[src/rtl/rmq_pkg.sv]
// ----------------------------------------------------------------------------
// rmq_pkg: shared types, widths and helpers
// Fixed-point widths of the rotation matrix to quaternion pipeline, the lane
// record of the square root pipe and the digit step of the root.
// ----------------------------------------------------------------------------
package rmq_pkg;

	localparam int FRAC_BITS = 14;            // fraction bits, 1.0 = 1 << FRAC_BITS
	localparam int IN_W      = 16;            // matrix element width
	localparam int OUT_W     = 16;            // signed quaternion component width
	localparam int W_W       = 15;            // unsigned scalar part width
	localparam int LANES     = 4;             // w, x, y, z
	localparam int STEPS     = 4;             // root digits resolved per stage

	// largest diagonal sum: 1.0 plus three most negative elements negated
	localparam int SUM_MAX   = (1 << FRAC_BITS) + 3 * (1 << (IN_W - 1));
	localparam int SUM_W     = $clog2(SUM_MAX + 1) + 1;      // signed sum
	localparam int MAG_IN_W  = SUM_W - 1;                     // clamped sum
	localparam int RAD_BITS  = MAG_IN_W + FRAC_BITS;
	localparam int ROOT_W    = (((RAD_BITS + 1) / 2) + STEPS - 1) / STEPS * STEPS;
	localparam int RAD_W     = 2 * ROOT_W;
	localparam int REM_W     = ROOT_W + 2;
	localparam int NSTG      = ROOT_W / STEPS;                // root stages
	localparam int CMP_W     = (ROOT_W > W_W) ? ROOT_W : W_W;

	localparam logic [W_W-1:0] MAG_MAX = '1;

	typedef enum logic [1:0] {
		LANE_W = 2'd0,
		LANE_X = 2'd1,
		LANE_Y = 2'd2,
		LANE_Z = 2'd3
	} lane_idx_t;

	typedef struct packed {
		logic [RAD_W-1:0]  rad;   // radicand digits still to bring down, MSB first
		logic [REM_W-1:0]  rem;   // partial remainder
		logic [ROOT_W-1:0] root;  // partial root
	} lane_t;

	typedef struct packed {
		lane_t [LANES-1:0] lane;
		logic  [2:0]       neg;   // x, y, z take a minus sign (bit 0 = x)
	} sq_t;

	// one restoring digit step of the integer square root
	function automatic lane_t sqrt_step(lane_t a);
		lane_t            b;
		logic [REM_W-1:0] r;
		logic [REM_W-1:0] t;
		r = {a.rem[REM_W-3:0], a.rad[RAD_W-1 -: 2]};
		t = {a.root, 2'b01};
		b.rad = {a.rad[RAD_W-3:0], 2'b00};
		if (r >= t) begin
			b.rem  = r - t;
			b.root = {a.root[ROOT_W-2:0], 1'b1};
		end else begin
			b.rem  = r;
			b.root = {a.root[ROOT_W-2:0], 1'b0};
		end
		return b;
	endfunction

	// halve the root and saturate to the 15-bit magnitude range
	function automatic logic [W_W-1:0] half_sat(logic [ROOT_W-1:0] root);
		logic [CMP_W-1:0] m;
		m = CMP_W'(root >> 1);
		if (m > CMP_W'(MAG_MAX)) begin
			return MAG_MAX;
		end
		return m[W_W-1:0];
	endfunction

endpackage

[src/rtl/rmq_front.sv]
// ----------------------------------------------------------------------------
// rmq_front: diagonal sums and signs
// Forms the four diagonal sums, clamps them at zero, scales them into root
// radicands and takes the signs of the three off-diagonal differences.
// ----------------------------------------------------------------------------
module rmq_front
	import rmq_pkg::*;
(
	input  logic signed [IN_W-1:0] r00,
	input  logic signed [IN_W-1:0] r01,
	input  logic signed [IN_W-1:0] r02,
	input  logic signed [IN_W-1:0] r10,
	input  logic signed [IN_W-1:0] r11,
	input  logic signed [IN_W-1:0] r12,
	input  logic signed [IN_W-1:0] r20,
	input  logic signed [IN_W-1:0] r21,
	input  logic signed [IN_W-1:0] r22,
	output sq_t                    sq
);

	logic signed [SUM_W-1:0] one;
	logic signed [SUM_W-1:0] a00;
	logic signed [SUM_W-1:0] a11;
	logic signed [SUM_W-1:0] a22;
	logic signed [SUM_W-1:0] sum [LANES];
	logic signed [IN_W:0]    dx;
	logic signed [IN_W:0]    dy;
	logic signed [IN_W:0]    dz;

	assign one = SUM_W'(1) << FRAC_BITS;
	assign a00 = SUM_W'(r00);
	assign a11 = SUM_W'(r11);
	assign a22 = SUM_W'(r22);

	assign sum[LANE_W] = one + a00 + a11 + a22;
	assign sum[LANE_X] = one + a00 - a11 - a22;
	assign sum[LANE_Y] = one - a00 + a11 - a22;
	assign sum[LANE_Z] = one - a00 - a11 + a22;

	assign dx = (IN_W+1)'(r21) - (IN_W+1)'(r12);
	assign dy = (IN_W+1)'(r02) - (IN_W+1)'(r20);
	assign dz = (IN_W+1)'(r10) - (IN_W+1)'(r01);

	always_comb begin
		for (int i = 0; i < LANES; i++) begin
			// negative sums clamp to zero
			if (sum[i][SUM_W-1]) begin
				sq.lane[i].rad = '0;
			end else begin
				sq.lane[i].rad = RAD_W'({sum[i][MAG_IN_W-1:0], {FRAC_BITS{1'b0}}});
			end
			sq.lane[i].rem  = '0;
			sq.lane[i].root = '0;
		end
		sq.neg = {dz[IN_W], dy[IN_W], dx[IN_W]};
	end

endmodule

[src/rtl/rmq_root_stage.sv]
// ----------------------------------------------------------------------------
// rmq_root_stage: square root digit stage
// Resolves STEPS root digits on each of the four lanes; signs pass through.
// ----------------------------------------------------------------------------
module rmq_root_stage
	import rmq_pkg::*;
(
	input  sq_t d,
	output sq_t q
);

	always_comb begin
		q = d;
		for (int i = 0; i < LANES; i++) begin
			for (int k = 0; k < STEPS; k++) begin
				q.lane[i] = sqrt_step(q.lane[i]);
			end
		end
	end

endmodule

[src/rtl/rotation_matrix_to_quaternion.sv]
// ----------------------------------------------------------------------------
// rotation_matrix_to_quaternion: 3x3 rotation matrix to unit quaternion
// Q2.14 matrix in; Q2.14 signed x, y, z and unsigned Q1.14 w out; pipelined digit-by-digit roots.
// ----------------------------------------------------------------------------
//
//  channel  handshake                  payload
//  -------  -------------------------  ---------------------------------------
//  in       in_valid / in_stall        r00 r01 r02 r10 r11 r12 r20 r21 r22
//  out      out_valid / out_stall      quat_w quat_x quat_y quat_z
//
//  One beat per cycle in and out while out_stall does not hold the pipe. The
//  pipe has one stage of diagonal sums, NSTG stages of four root digits
//  each, and the output register.
//  Reset clears only the valid bits; payload registers are not reset.
//  A stage holds while its successor is full and stalled, so an output stall
//  holds every full stage back to the first bubble in that same cycle;
//  bubbles still close up.
//
module rotation_matrix_to_quaternion
	import rmq_pkg::*;
(
	input  logic                    clk,
	input  logic                    arst_n,

	input  logic                    in_valid,
	output logic                    in_stall,
	input  logic signed [IN_W-1:0]  r00,
	input  logic signed [IN_W-1:0]  r01,
	input  logic signed [IN_W-1:0]  r02,
	input  logic signed [IN_W-1:0]  r10,
	input  logic signed [IN_W-1:0]  r11,
	input  logic signed [IN_W-1:0]  r12,
	input  logic signed [IN_W-1:0]  r20,
	input  logic signed [IN_W-1:0]  r21,
	input  logic signed [IN_W-1:0]  r22,

	output logic                    out_valid,
	input  logic                    out_stall,
	output logic [W_W-1:0]          quat_w,
	output logic signed [OUT_W-1:0] quat_x,
	output logic signed [OUT_W-1:0] quat_y,
	output logic signed [OUT_W-1:0] quat_z
);

	// Pipe slot 0 is stage 1 (sums); slots 1..NSTG are the root stages.
	sq_t  front;
	sq_t  lanes_s   [NSTG+1];
	logic valid_s   [NSTG+1];
	sq_t  stage_out [NSTG];
	logic adv       [NSTG+2];   // slot may load this cycle; last entry is the output

	rmq_front u_front (
		.r00 (r00),
		.r01 (r01),
		.r02 (r02),
		.r10 (r10),
		.r11 (r11),
		.r12 (r12),
		.r20 (r20),
		.r21 (r21),
		.r22 (r22),
		.sq  (front)
	);

	for (genvar g = 0; g < NSTG; g++) begin : g_root
		rmq_root_stage u_stage (
			.d (lanes_s[g]),
			.q (stage_out[g])
		);
	end

	// A slot loads when it is empty or its content moves on in the same cycle.
	always_comb begin
		adv[NSTG+1] = !out_valid || !out_stall;
		for (int k = NSTG; k >= 0; k--) begin
			adv[k] = !valid_s[k] || adv[k+1];
		end
	end

	assign in_stall = !adv[0];

	// valid bits
	always_ff @(posedge clk or negedge arst_n) begin
		if (!arst_n) begin
			for (int k = 0; k <= NSTG; k++) begin
				valid_s[k] <= 1'b0;
			end
			out_valid <= 1'b0;
		end else begin
			if (adv[0]) begin
				valid_s[0] <= in_valid;
			end
			for (int k = 1; k <= NSTG; k++) begin
				if (adv[k]) begin
					valid_s[k] <= valid_s[k-1];
				end
			end
			if (adv[NSTG+1]) begin
				out_valid <= valid_s[NSTG];
			end
		end
	end

	// payload
	always_ff @(posedge clk) begin
		if (adv[0]) begin
			lanes_s[0] <= front;
		end
		for (int k = 1; k <= NSTG; k++) begin
			if (adv[k]) begin
				lanes_s[k] <= stage_out[k-1];
			end
		end
		if (adv[NSTG+1]) begin
			quat_w <= half_sat(lanes_s[NSTG].lane[LANE_W].root);
			// no negative zero: negating a zero magnitude stays zero
			quat_x <= lanes_s[NSTG].neg[0]
				? -OUT_W'(half_sat(lanes_s[NSTG].lane[LANE_X].root))
				:  OUT_W'(half_sat(lanes_s[NSTG].lane[LANE_X].root));
			quat_y <= lanes_s[NSTG].neg[1]
				? -OUT_W'(half_sat(lanes_s[NSTG].lane[LANE_Y].root))
				:  OUT_W'(half_sat(lanes_s[NSTG].lane[LANE_Y].root));
			quat_z <= lanes_s[NSTG].neg[2]
				? -OUT_W'(half_sat(lanes_s[NSTG].lane[LANE_Z].root))
				:  OUT_W'(half_sat(lanes_s[NSTG].lane[LANE_Z].root));
		end
	end

endmodule
[config.mk]
export PLATFORM = sky130hd
export DESIGN_NAME = rotation_matrix_to_quaternion
export DESIGN_NICKNAME = d
export VERILOG_FILES = /design/src/rtl/rmq_pkg.sv /design/src/rtl/rmq_front.sv /design/src/rtl/rmq_root_stage.sv /design/src/rtl/rotation_matrix_to_quaternion.sv
export SDC_FILE = /design/constraint.sdc
export NUM_CORES = 2
export LEC_CHECK = 0
export BUFFER_PORTS_ARGS = -buffer_cell sky130_fd_sc_hd__buf_2
export CAP_MARGIN = 30
export CELL_PAD_IN_SITES_DETAIL_PLACEMENT = 0
export CELL_PAD_IN_SITES_GLOBAL_PLACEMENT = 2
export CORE_MARGIN = 5
export CORE_UTILIZATION = 44
export CTS_BUF_LIST = sky130_fd_sc_hd__clkbuf_4 sky130_fd_sc_hd__clkbuf_8 sky130_fd_sc_hd__clkbuf_16
export DETAILED_ROUTE_END_ITERATION = 12
export PLACE_DENSITY_LB_ADDON = 0.1
export SETUP_SLACK_MARGIN = 0.15
export SLEW_MARGIN = 10
export SYNTH_ARGS = -nofsm -noshare
export SYNTH_HDL_FRONTEND = slang
export SYNTH_SLANG_ARGS = --single-unit
[constraint.sdc]
create_clock -name clk -period 18.2 [get_ports clk]
set_input_delay 4.55 -clock clk [delete_from_list [all_inputs] [get_ports clk]]
set_output_delay 4.55 -clock clk [all_outputs]
set_load 0.005 [all_outputs]
# ---- Word-level counts from Yosys, hierarchy flattened
# Memory sizes are Yosys's and may differ from the RTL's.
# Cells that the tools add are included.
dict set report classes {
  n_addsub 80
  order_cmp 68
  mux 100
  reduce_logical 14
}
# cell count
set op_table {}
lappend op_table {{$mux 32} 48}
lappend op_table {{$ge 18x18->1} 64}
lappend op_table {{$sub 16x16->16} 48}
lappend op_table {{$mux 34} 16}
lappend op_table {{$sub 18x18->18} 16}
lappend op_table {{$mux 15} 14}
lappend op_table {{$mux 31} 4}
lappend op_table {{$gt 15x15->1 const B} 4}
lappend op_table {{$sub 16x16->17} 3}
lappend op_table {{$neg 15->16} 3}
lappend op_table {{$add 17x16->18} 2}
lappend op_table {{$add 18x16->18} 2}
lappend op_table {{$sub 17x16->18} 2}
lappend op_table {{$sub 18x16->18} 2}
lappend op_table {{$mux 1} 18}
lappend op_table {{$add 16x16->17 const A} 1}
lappend op_table {{$sub 16x16->17 const A} 1}
lappend op_table {{$logic_not 1->1} 8}
lappend op_table {{$logic_or 1x1->1} 6}
dict set report word_totals {
  regBits 69
  ramBits 1335
  inputBits 148
  out_inout_bits 65
  word_cells 276
  memories 1
}
# name depth width read_ports rd_clocked_by_memory_dff write_ports line
set memory_table {}
lappend memory_table {lanes_s 5 267 5 0 5 rotation_matrix_to_quaternion.sv:47} ;# sq_t lanes_s [NSTG+1];

# ---- Longest topological paths before layout
dict set report depth {
  ltp_word 9
  depth_mapped 59
  mapped_depth_nobuf 52
}

# ---- By module
# A second synthesis with hierarchy kept.
dict set report unflattened {
  cells_unflattened 12380
  area_unflattened_um2 113924.3
}
# module n_inst cells_per_inst area_per_inst_um2
set by_module_without_submodules {}
lappend by_module_without_submodules {rotation_matrix_to_quaternion 1 1359 37035.5}
lappend by_module_without_submodules {{rmq_root_stage (g_root[1].u_stage ...)} 2 2517 17319.1}
lappend by_module_without_submodules {{rmq_root_stage (g_root[0].u_stage)} 1 2438 17133.9}
lappend by_module_without_submodules {{rmq_root_stage (g_root[3].u_stage)} 1 2478 16897.5}
lappend by_module_without_submodules {rmq_front 1 1071 8219.1}

# ---- Worst setup path after synthesis
# OpenSTA, ideal clock, no wires.
dict set report synth_path {
  kind {input port to output port}
  start {input port out_stall}
  end {output port in_stall}
  t_arrival_ns 6.968
  required_ns 13.650
  setup_slack_ns 6.682
  stages 4
  n_path_buf 0
  path_cell_list {and3_1 and3_1 nand3_1 inv_1}
}
dict set report synth_via {
  elab_chain_cells 8
}
# item line
set synth_lines {}
lappend synth_lines {{start: declaration} rotation_matrix_to_quaternion.sv:38} ;# input logic out_stall,
lappend synth_lines {{$logic_not 1->1} rotation_matrix_to_quaternion.sv:74} ;# adv[NSTG+1] = !out_valid || !out_stall;
lappend synth_lines {{$logic_or 1x1->1} rotation_matrix_to_quaternion.sv:74}
lappend synth_lines {{$logic_or 1x1->1 (5 in series)} rotation_matrix_to_quaternion.sv:76} ;# adv[k] = !valid_s[k] || adv[k+1];
lappend synth_lines {{$logic_not 1->1} rotation_matrix_to_quaternion.sv:80} ;# assign in_stall = !adv[0];
lappend synth_lines {{end: declaration} rotation_matrix_to_quaternion.sv:26} ;# output logic in_stall,
# Every way passes these cells.

==> impl_metrics.env <==
export IMPL_via_per_inst=5.51
export IMPL_synthCells=5742
export IMPL_synth_async_sr_flop_share=0.0110
export IMPL_cp_startpoint="lanes_s[0][537]"
export IMPL_drt_wirelength_per_cell_um=17.3
export IMPL_post_route_period_util=0.737
export IMPL_drive_gt1_frac=0.0934
export IMPL_coreArea_um2=118000
export IMPL_track_usage=0.202
export IMPL_worst_setup_path_end_kind="register"
export IMPL_cts_buffers=67
export IMPL_tns_ns=0
export IMPL_rsz0062_at_grt="no"
export IMPL_syn_avg_cell_area_um2=9.06
export IMPL_worstSetupStartpointType="register"
export IMPL_placed_cell_area_um2=54600
export IMPL_io_buffers=212
export IMPL_holdCritPathClass="reg -> reg"
export IMPL_slowest_delay_ns=0.80
export IMPL_route_detailed_drc=0
export IMPL_globalRouteOverflowTotal=0
export IMPL_vias=41300
export IMPL_clkLatencyLatePin_ns=0.63
export IMPL_worst_r2r_endpoint="lanes_s[0][831]"
export IMPL_yosysSeqAreaShare=0.313
export IMPL_pin_count=213
export IMPL_grt_first_pass_wirelength_mm=210
export IMPL_drtIter0Drc=2368
export IMPL_syn_num_nets=6564
export IMPL_dieArea_um2=125000
export IMPL_critPathSlowestCell="or4b_1"
export IMPL_antenna_found_initial=12
export IMPL_place_inst=7377
export IMPL_dpl_hpwl_mm=105
export IMPL_report_final_setup_viol=0
export IMPL_fmax_mhz=74.6
export IMPL_min_period_ns=13.41
export IMPL_worst_ep_required_time_ns=18.57
export IMPL_fin_area_um2=56800
export IMPL_postCtsSetupBuffers=0
export IMPL_core_rowCount=126
export IMPL_fp_dieW_um=354
export IMPL_yosys_area_top_type="edfxtp_1"
export IMPL_cts_resized=0
export IMPL_cp_arrival_ns=13.78
export IMPL_netlist_area_um2=52000
export IMPL_start_util=0.442
export IMPL_finalNonFillerCells=7506
export IMPL_gp_congestion=0.892
export IMPL_slew_headroom=0.381
export IMPL_fin_skew_ns=0.0305
export IMPL_tightest_slew_ns=0.906
export IMPL_cts_tree="built"
export IMPL_synth_top_area_frac=0.311
export IMPL_fill_cells=11300
export IMPL_r2r_cells=51
export IMPL_outcome="complete, no violations"
export IMPL_seq_area_um2=16300
export IMPL_crit_path_end="lanes_s[0][831]"
export IMPL_cts_htree_levels=3
export IMPL_ant_nets=0
export IMPL_yosysWarnings=0
export IMPL_die_h_um=354
export IMPL_synthTopCellsByArea="edfxtp_1, ha_1, xnor2_1"
export IMPL_hold_viol=0
export IMPL_path_common_cell="a21oi_1"
export IMPL_drv_cap=0
export IMPL_dr_pass1_iters=5
export IMPL_final_net_count=6733
export IMPL_clk_path_buf_depth=3
export IMPL_r2r_start="lanes_s[0][537]"
export IMPL_path_clk_slew_ns=0.07
export IMPL_reg2reg_setup_slack_ns=4.79
export IMPL_area_growth_pct=9.21
export IMPL_cts_sinks=544
export IMPL_hold_buffers=0
export IMPL_root_buffer="clkbuf_16"
export IMPL_postRouteWirelength_mm=130
export IMPL_yosysUniqueCellTypes=119
export IMPL_grt_start_max_net_pins=65
export IMPL_slew_viol_final=0
export IMPL_multiInputGateArea_um2=33100
export IMPL_grt_pass1_vias=40200
export IMPL_synthFlopType="edfxtp_1"
export IMPL_synth_edf_count=538
export IMPL_synth_seq_cells=544
export IMPL_worst_path_max_fanout=20
export IMPL_crit_type="reg -> reg"
==> critical path, delay by kind of cell (launching register included) <==
| family | cells | cell delay (ns) |
|---|---|---|
| compound gates | 22 | 4.83 |
| xor+xnor | 1 | 0.33 |
| fa+ha+maj | 5 | 1.43 |
| buf+inv | 6 | 1.74 |
| flops | 1 | 0.39 |
| mux | 1 | 0.32 |
| simple gates | 16 | 4.12 |
==> final cells by class <==
class,instances,area share
repair buffers,231,0.0212
multi-input cells,4506,0.582
diodes,5,0.000220
well taps,1536,0.0338
inverters,561,0.0371
clock inverters,42,0.00617
clock buffers,81,0.0323
flip-flops and latches,544,0.287
==> how the worst min path moves through the flow <==
stage | startpoint | endpoint | slack [ns] | depth (start not counted)
after floorplan | lanes_s[0][801] | lanes_s[0][1068] | 0.40 | 0
after global placement | lanes_s[0][251] | lanes_s[0][526] | 0.40 | 0
after detailed placement | lanes_s[0][117] | lanes_s[0][392] | 0.40 | 0
after CTS | lanes_s[0][256] | lanes_s[0][531] | 0.38 | 0
after global routing | lanes_s[0][393] | lanes_s[0][668] | 0.41 | 0
final | lanes_s[0][256] | lanes_s[0][531] | 0.39 | 0
==> cells in the final DEF (no fill, tap or decap), types with 51 or more instances in the layout <==
master / count
a21o_1: 122
a21oi_1: 479
a31oi_1: 51
buf_2: 212
clkbuf_16: 70
edfxtp_1: 538
fa_1: 85
ha_1: 589
inv_1: 552
mux2_2: 76
nand2_1: 387
nand2b_1: 75
nand3_1: 134
nor2_1: 455
nor2b_1: 81
nor3_1: 143
nor4_1: 56
o21a_1: 71
o21ai_0: 338
o21bai_1: 79
o31ai_1: 65
or3_1: 53
xnor2_1: 358
xor2_1: 131
==> synthesized netlist by cell type, drive strengths merged (18+ instances only) <==
cell type  count
ha           589
inv          559
edfxtp       538
a21oi        480
nor2         458
nand2        392
xnor2        358
o21ai        349
nor3         147
nand3        140
xor2         131
a21o         122
clkbuf        96
fa            85
nor2b         81
mux2          80
o21bai        79
nand2b        76
o21a          71
o31ai         67
nor4          61
a31oi         54
or3           53
mux2i         47
a21boi        46
or2           46
nand4         45
and3          41
buf           35
or4           34
and2          28
o211ai        28
a211oi        25
o31a          24
a31o          19
o41ai         19
nand3b        18
==> stage by stage <==
step | setup WS (ns) | hold WS [ns] | utilization
after floorplan | 6.68 | 0.400 | -
after global placement | 4.94 | 0.400 | 0.464
after detailed placement | 4.73 | 0.405 | 0.464
after CTS | 4.67 | 0.384 | 0.482
after global routing | 3.42 | 0.406 | 0.482
final | 4.79 | 0.392 | 0.482
==> sequential cells by signal, summed over array words and instances, names as in the netlist <==
signal and flops:
out_valid 1, quat_z 16, quat_y 16, lanes_s 475, valid_s 5, quat_x 16, quat_w 15
==> metal layers <==
| metal | wire (um) | up-vias | track usage |
|---|---|---|---|
| met5 | 56 | - | 0 |
| met4 | 1830 | 10 | 0.0384 |
| met3 | 6370 | 116 | 0.0325 |
| met2 | 56300 | 742 | 0.324 |
| met1 | 65200 | 19300 | 0.292 |
| li1 | - | 21200 | - |
==> kinds of logic after synthesis <==
group | Yosys count | synth area share
AO/OA/AOI/OAI | 1527 | 0.188
XOR/XNOR | 489 | 0.0823
adder cells (fa/ha/maj) | 674 | 0.174
buffers and inverters | 692 | 0.0517
flip-flops | 544 | 0.313
multiplexers | 127 | 0.0266
AND/OR/NAND/NOR | 1689 | 0.164
Power is not shown: default switching activity piles up to over one toggle a cycle in this logic, so the estimate is an artifact.
